### src/rtl/dsa_pkg.sv
// types and constants of the descriptor slot allocator
`timescale 1ns / 1ps
package dsa_pkg;

  localparam int SLOTS_PER_BLOCK = 4;

  localparam logic [1:0] MODE_FREE  = 2'd0;
  localparam logic [1:0] MODE_SMALL = 2'd1;
  localparam logic [1:0] MODE_LARGE = 2'd2;

  localparam logic [SLOTS_PER_BLOCK-1:0] ALL_SLOTS_FREE = '1;
  localparam logic [SLOTS_PER_BLOCK-1:0] NEW_SMALL_MARKS = 4'b0111;
  localparam logic [1:0] LAST_SLOT = 2'd3;

  localparam logic [1:0] KIND_ALLOC_LARGE = 2'd0;
  localparam logic [1:0] KIND_ALLOC_SMALL = 2'd1;
  localparam logic [1:0] KIND_FREE_SMALL  = 2'd2;
  localparam logic [1:0] KIND_FREE_LARGE  = 2'd3;

  localparam logic [1:0] ST_OK        = 2'd0;
  localparam logic [1:0] ST_EXHAUSTED = 2'd1;
  localparam logic [1:0] ST_BAD_FREE  = 2'd2;

  typedef struct packed {
    logic [1:0]                 mode;
    logic [SLOTS_PER_BLOCK-1:0] marks;
  } entry_t;

  function automatic logic [1:0] first_free(input logic [SLOTS_PER_BLOCK-1:0] m);
    logic [1:0] s;
    if (m[0]) s = 2'd0;
    else if (m[1]) s = 2'd1;
    else if (m[2]) s = 2'd2;
    else s = 2'd3;
    return s;
  endfunction

endpackage

### src/rtl/dsa_table.sv
// block table memory: one write port, one registered read port
`timescale 1ns / 1ps
module dsa_table #(
  parameter int DEPTH = 64,
  parameter int AW = 6
) (
  input  logic            clk,
  input  logic            we,
  input  logic [AW-1:0]   waddr,
  input  dsa_pkg::entry_t wdata,
  input  logic [AW-1:0]   raddr,
  output dsa_pkg::entry_t rdata
);
  import dsa_pkg::*;

  entry_t mem [DEPTH];

  always_ff @(posedge clk) begin
    if (we) begin
      mem[waddr] <= wdata;
    end
    rdata <= mem[raddr];
  end

endmodule

### src/rtl/descriptor_slot_allocator.sv
// descriptor slot allocator top level: request sequencer over the block table
//
// input channel in_valid/in_ready carries one request word: kind, block_index,
// slot_index. output channel out_valid/out_ready returns one result word per
// request: status, granted_block, granted_slot.
// one request is worked at a time; in_ready is high only while the sequencer
// is idle. the block table sits in a single-port-read memory, so every request
// that reads the table costs reads of that one port.
// allocate requests scan the table from the top index down, one entry per
// cycle; a hit stops the scan, else it runs down to index 0.
// free requests read and check one entry and write it back if the free is
// valid; a block index beyond the pool goes straight to the result.
// after reset the table is cleared one entry a cycle, with in_ready low.
// a finished result waits in the output register while the receiver stalls;
// the next request may already be accepted and worked, and its result waits
// in the sequencer until the output register is free.
`timescale 1ns / 1ps
module descriptor_slot_allocator #(
  parameter int NUM_BLOCKS = 64
) (
  input  logic       clk,
  input  logic       rst,
  input  logic       in_valid,
  output logic       in_ready,
  input  logic [1:0] kind,
  input  logic [5:0] block_index,
  input  logic [1:0] slot_index,
  output logic       out_valid,
  input  logic       out_ready,
  output logic [1:0] status,
  output logic [5:0] granted_block,
  output logic [1:0] granted_slot
);
  import dsa_pkg::*;

  localparam int AW = $clog2(NUM_BLOCKS);
  localparam logic [AW-1:0] LAST_ADDR = AW'(NUM_BLOCKS - 1);

  typedef enum logic [2:0] {
    S_CLEAR, S_IDLE, S_SCAN, S_FREE_RD, S_FREE_EVAL, S_RESULT
  } state_t;

  state_t        state;
  logic [AW-1:0] addr;
  logic [AW-1:0] addr_q;
  logic          issue;
  logic          rd_valid;
  logic [1:0]    op;
  logic [1:0]    slot;
  logic          have_free;
  logic [AW-1:0] lowest_free;
  logic [1:0]    res_status;
  logic [AW-1:0] res_blk;
  logic [1:0]    res_slot;

  logic          we;
  logic [AW-1:0] waddr;
  entry_t        wdata;
  entry_t        rdata;

  logic          in_range;
  logic          large_hit;
  logic          small_hit;
  logic          cur_free;
  logic          last_entry;
  logic [1:0]    hit_slot;
  logic          out_free;

  dsa_table #(.DEPTH(NUM_BLOCKS), .AW(AW)) u_table (
    .clk   (clk),
    .we    (we),
    .waddr (waddr),
    .wdata (wdata),
    .raddr (addr),
    .rdata (rdata)
  );

  assign in_ready   = (state == S_IDLE);
  assign in_range   = (32'(block_index) < NUM_BLOCKS);
  assign cur_free   = (rdata.mode == MODE_FREE);
  assign large_hit  = cur_free || (rdata.mode == MODE_SMALL && rdata.marks == ALL_SLOTS_FREE);
  assign small_hit  = (rdata.mode == MODE_SMALL) && (rdata.marks != '0);
  assign hit_slot   = first_free(rdata.marks);
  assign last_entry = (addr_q == '0);
  assign out_free   = !out_valid || out_ready;

  // table write port
  always_comb begin
    we    = 1'b0;
    waddr = addr_q;
    wdata = '0;
    unique case (state)
      S_CLEAR: begin
        we    = 1'b1;
        waddr = addr;
      end
      S_SCAN: begin
        if (rd_valid) begin
          if (op == KIND_ALLOC_LARGE) begin
            if (large_hit) begin
              we    = 1'b1;
              wdata = '{mode: MODE_LARGE, marks: '0};
            end
          end else if (small_hit) begin
            we          = 1'b1;
            wdata.mode  = MODE_SMALL;
            wdata.marks = rdata.marks & ~(4'b0001 << hit_slot);
          end else if (last_entry && (cur_free || have_free)) begin
            we    = 1'b1;
            waddr = cur_free ? addr_q : lowest_free;
            wdata = '{mode: MODE_SMALL, marks: NEW_SMALL_MARKS};
          end
        end
      end
      S_FREE_EVAL: begin
        waddr = addr;
        if (op == KIND_FREE_SMALL) begin
          if (rdata.mode == MODE_SMALL && !rdata.marks[slot]) begin
            we          = 1'b1;
            wdata.mode  = MODE_SMALL;
            wdata.marks = rdata.marks | (4'b0001 << slot);
          end
        end else if (!cur_free) begin
          we          = 1'b1;
          wdata.mode  = MODE_FREE;
          wdata.marks = rdata.marks;
        end
      end
      default: begin
        we = 1'b0;
      end
    endcase
  end

  always_ff @(posedge clk) begin
    if (rst) begin
      state     <= S_CLEAR;
      addr      <= '0;
      issue     <= 1'b0;
      rd_valid  <= 1'b0;
      out_valid <= 1'b0;
    end else begin
      if (state == S_RESULT && out_free) begin
        out_valid <= 1'b1;
      end else if (out_ready) begin
        out_valid <= 1'b0;
      end
      unique case (state)
        S_CLEAR: begin
          if (addr == LAST_ADDR) begin
            state <= S_IDLE;
          end else begin
            addr <= addr + 1'b1;
          end
        end
        S_IDLE: begin
          if (in_valid) begin
            op        <= kind;
            slot      <= slot_index;
            have_free <= 1'b0;
            rd_valid  <= 1'b0;
            res_blk   <= '0;
            res_slot  <= 2'd0;
            if (kind == KIND_ALLOC_LARGE || kind == KIND_ALLOC_SMALL) begin
              res_status <= ST_OK;
              addr       <= LAST_ADDR;
              issue      <= 1'b1;
              state      <= S_SCAN;
            end else if (in_range) begin
              res_status <= ST_OK;
              addr       <= AW'(block_index);
              state      <= S_FREE_RD;
            end else begin
              res_status <= ST_BAD_FREE;
              state      <= S_RESULT;
            end
          end
        end
        S_SCAN: begin
          addr_q   <= addr;
          rd_valid <= issue;
          if (issue) begin
            if (addr == '0) begin
              issue <= 1'b0;
            end else begin
              addr <= addr - 1'b1;
            end
          end
          if (rd_valid) begin
            if (op == KIND_ALLOC_LARGE) begin
              if (large_hit) begin
                res_blk <= addr_q;
                state   <= S_RESULT;
              end else if (last_entry) begin
                res_status <= ST_EXHAUSTED;
                state      <= S_RESULT;
              end
            end else begin
              if (cur_free) begin
                have_free   <= 1'b1;
                lowest_free <= addr_q;
              end
              if (small_hit) begin
                res_blk  <= addr_q;
                res_slot <= hit_slot;
                state    <= S_RESULT;
              end else if (last_entry) begin
                state <= S_RESULT;
                if (cur_free) begin
                  res_blk  <= addr_q;
                  res_slot <= LAST_SLOT;
                end else if (have_free) begin
                  res_blk  <= lowest_free;
                  res_slot <= LAST_SLOT;
                end else begin
                  res_status <= ST_EXHAUSTED;
                end
              end
            end
          end
        end
        S_FREE_RD: begin
          state <= S_FREE_EVAL;
        end
        S_FREE_EVAL: begin
          state <= S_RESULT;
          if (op == KIND_FREE_SMALL) begin
            if (rdata.mode != MODE_SMALL || rdata.marks[slot]) begin
              res_status <= ST_BAD_FREE;
            end
          end else if (cur_free) begin
            res_status <= ST_BAD_FREE;
          end
        end
        S_RESULT: begin
          if (out_free) begin
            status        <= res_status;
            granted_block <= 6'(res_blk);
            granted_slot  <= res_slot;
            state         <= S_IDLE;
          end
        end
        default: begin
          state <= S_IDLE;
        end
      endcase
    end
  end

endmodule

### config.mk
export PLATFORM = sky130hd
export DESIGN_NAME = descriptor_slot_allocator
export DESIGN_NICKNAME = d
export VERILOG_FILES = /design/src/rtl/dsa_pkg.sv /design/src/rtl/dsa_table.sv /design/src/rtl/descriptor_slot_allocator.sv
export SDC_FILE = /design/constraint.sdc
export NUM_CORES = 1
export LEC_CHECK = 0
export ABC_AREA = 0
export BUFFER_PORTS_ARGS = -buffer_cell sky130_fd_sc_hd__buf_2
export CAP_MARGIN = 20
export CORE_MARGIN = 4
export CORE_UTILIZATION = 25
export CTS_CLUSTER_DIAMETER = 40
export DETAILED_ROUTE_END_ITERATION = 8
export GPL_ROUTABILITY_DRIVEN = 1
export PLACE_DENSITY_LB_ADDON = 0.1
export SLEW_MARGIN = 20
export SYNTH_ARGS = -nofsm -noshare
export SYNTH_HDL_FRONTEND = slang
export SYNTH_HIERARCHICAL = 1
export SYNTH_SLANG_ARGS = --single-unit
### constraint.sdc
create_clock -name clk -period 5.5 [get_ports clk]
set_input_delay 1.1 -clock clk [delete_from_list [all_inputs] [get_ports clk]]
set_output_delay 1.1 -clock clk [all_outputs]
set_load 0.1 [all_outputs]
==> key figures <==
Run status
  • Status: finished, final reports clean

Synthesis
  • #FFs+latches synth: 439
  • Top_reg_cell synth: edfxtp_1
  • Register area share after synthesis: 0.7246
  • Netlist cell types: 67
  • Number of synthesized flops with an enable pin: 421
  • Syn Area/Cell: 18.16 sq um
  • Synthesis warning total: 6
  • Syn_nets: 1007
  • Post-synthesis cell area: 17940 sq um
  • FFs w/ async S/R, synth: 0
  • Mapped Cells: 988

Clocking
  • Root buffer cell: clkbuf_16
  • Clock slew at reported path FFs: 0.05 ns
  • Post-CTS sizing: 0
  • CTS Buf Count: 83
  • CTS tree: yes
  • CTS Hold Bufs: 0
  • H-tree lvl count: 3
  • Setup bufs post-CTS: 0
  • Clock buffer depth: 3
  • Clk Latency, worst-skew pair: 0.61 ns
  • Sink Count: 439

GRT
  • GRT Residual Overflow: 0
  • Initial antenna violation count: 0
  • GR Util All Layers: 0.1288
  • Pin count of the biggest net entering global routing: 102
  • First-pass GRT wire length: 71390 um
  • Vias in the first global route: 9943

Timing
  • Setup-failing EPs final: 0
  • Relative slew slack: 0.3102
  • Final Critical Period: 4.107 ns
  • Clock Skew: 0.02200 ns
  • Final period utilization: 0.7467
  • Final Hold Viols: 0
  • Fmax: 0.2435 GHz
  • Least-Margin Pin Slew: 1.035 ns
  • RSZ-0062 raised after global routing: no
  • Slew Viols, Final: 0
  • Final TNS setup: 0 ns

Setup path
  • Flop2flop setup slack: 1.39 ns
  • Setup crit start kind: flip-flop
  • R2R depth: 11
  • Reg2reg start: state[1]$_SDFFE_PP0P_
  • Maximum fanout along the worst path: 19
  • Critical path type: flip-flop to flip-flop
  • Crit path from: state[1]$_SDFFE_PP0P_
  • Worst EP arrival: 4.34 ns
  • CP required: 5.73 ns
  • Worst Setup End Kind: flip-flop
  • Critical Path End: u_table/mem[18][5]$_DFFE_PP_
  • RR Endpoint: u_table/mem[18][5]$_DFFE_PP_

Placed design
  • HPWL after DPL: 30130 um
  • GPL Wtd Cong: 0.7310
  • Cells after DPL: 1915
  • Number of I/O port buffers: 25

Pwr
  • Maximum vdd ir drop: 233.3 uV
  • PwrDens: 553.1 nW/um^2
  • Static Leak: 6.886 nW
  • Total power: 12.35 mW

Finish
  • Filler cell count: 6881
  • Area of the multi-input gates: 4672 sq um
  • Most common cell after layout, fill and taps aside: edfxtp_1
  • Final Net Count: 1080
  • Layout area overhead: 24.40%
  • Share of cells above drive strength 1: 0.2865
  • Reg area: 13010 sq um
  • Commonest cells after routing, fill and taps aside: edfxtp_1, mux4_2, nor2_1
  • Post-Layout Cell Count: 2071
  • Antenna Cells: 0

Drt
  • Initial drt markers: 696
  • WL final: 48720 um
  • Vias: 9536
  • DRC violations left: 0
  • Drt first pass iters: 5
  • Vias/cell: 4.605
  • Remaining antenna violation count: 0
  • Wire per inst: 23.52 um

Die
  • Core Box Area: 70640 sq um
  • IO Count: 26
  • Starting Density: 0.2540
  • Die Y: 275.9 um
  • Row cnt: 97
  • Die width: 275.9 um
  • Die ar.: 76130 sq um

Hold path
  • Type of the tightest min-delay check: flip-flop to flip-flop

Flow run
  • Maxcap violations: 0
[worst min-delay path by stage]
| stage | from | end | cells after the start |
|---|---|---|---|
| finish | res_blk[4]$_SDFFCE_PN0P_ | granted_block[4]$_DFFE_PP_ | 0 |
| CTS | res_blk[4]$_SDFFCE_PN0P_ | granted_block[4]$_DFFE_PP_ | 0 |
| global route | res_blk[4]$_SDFFCE_PN0P_ | granted_block[4]$_DFFE_PP_ | 0 |
| floorplan | res_blk[0]$_SDFFCE_PN0P_ | granted_block[0]$_DFFE_PP_ | 0 |
| detailed placement | res_blk[4]$_SDFFCE_PN0P_ | granted_block[4]$_DFFE_PP_ | 0 |
| global placement | res_status[1]$_DFFE_PP_ | status[1]$_DFFE_PP_ | 0 |
[sequential cells by signal (all words and copies together), names as in the netlist, 2 cells and up]
| register | cells |
|---|---|
| addr | 6 |
| addr_q | 6 |
| granted_block | 6 |
| granted_slot | 2 |
| lowest_free | 6 |
| op | 2 |
| res_blk | 6 |
| res_slot | 2 |
| res_status | 2 |
| slot | 2 |
| state | 3 |
| status | 2 |
| u_table/mem | 384 |
| u_table/rdata | 6 |
[cell usage after synthesis, types with 10 or more instances]
cell / instances / area share
a21oi_1: 18 / 0.0050
a31oi_1: 10 / 0.0035
buf_2: 12 / 0.0033
clkbuf_1: 26 / 0.0054
dfxtp_1: 18 / 0.020
edfxtp_1: 421 / 0.70
inv_1: 10 / 0.0021
mux2i_1: 12 / 0.0067
mux4_2: 104 / 0.13
nand2_1: 50 / 0.010
nand3_1: 12 / 0.0033
nor2_1: 93 / 0.019
nor3_1: 26 / 0.0073
[layer usage]
metal  part of all wire  wire length [um]  GRT usage  vias up
li1                   -                 -          -     4189
met5                  0                 0          0        -
met1               0.47             22720     0.1809     5013
met2               0.47             22770     0.2001      248
met3              0.043              2101    0.02842       86
met4              0.023              1129    0.04022        0
[critical path, cell delays in order, from the launching register on]
cell and delay (ns):
dfxtp_1 0.55, nand2b_4 0.09, or2_1 0.21, buf_4 0.21, clkinv_4 0.13, nand3_4 0.11, nor3_4 0.42, nor2_2 0.13
a221o_1 0.45, or3b_1 0.44, or2_1 0.45, nor2_1 0.55
[cell type report]
class	count	share of cell area
Clock buffer	94	0.09814
Timing Repair Buffer	42	0.01278
Tap cell	940	0.05268
Clock inverter	61	0.04187
Sequential cell	439	0.5828
Multi-Input combinational cell	482	0.2093
Inverter	13	0.002410
[power by group]
part	switching, mW	internal [mW]
clock	1.76	3.87
sequential	0.190	4.00
combinational	1.55	0.969
[logic make-up (layout without fill, tap and decap cells)]
kind of cell	count (synthesis)	count (layout)	synth area share
mux	123	123	0.1416
compound gates	107	107	0.04316
flops	439	439	0.7246
xor+xnor	4	4	0.001953
simple gates	243	243	0.06589
fa+ha+maj	5	5	0.003905
buf+inv	67	210	0.01890
[stage by stage]
step / hold slack [ns] / setup WS (ns) / instance area, sq um / utilization
final: 0.4146 / 1.393 / 22320 / 0.3160
after detailed placement: 0.4045 / 1.389 / 19170 / 0.2713
after floorplan: 0.4003 / 0.8754 / 17940 / -
after global placement: 0.4024 / 1.490 / 19170 / 0.2713
after global routing: 0.4181 / 1.139 / 22320 / 0.3160
after CTS: 0.4154 / 1.388 / 22290 / 0.3156
Note: power is estimated with default switching activity, not from simulation.
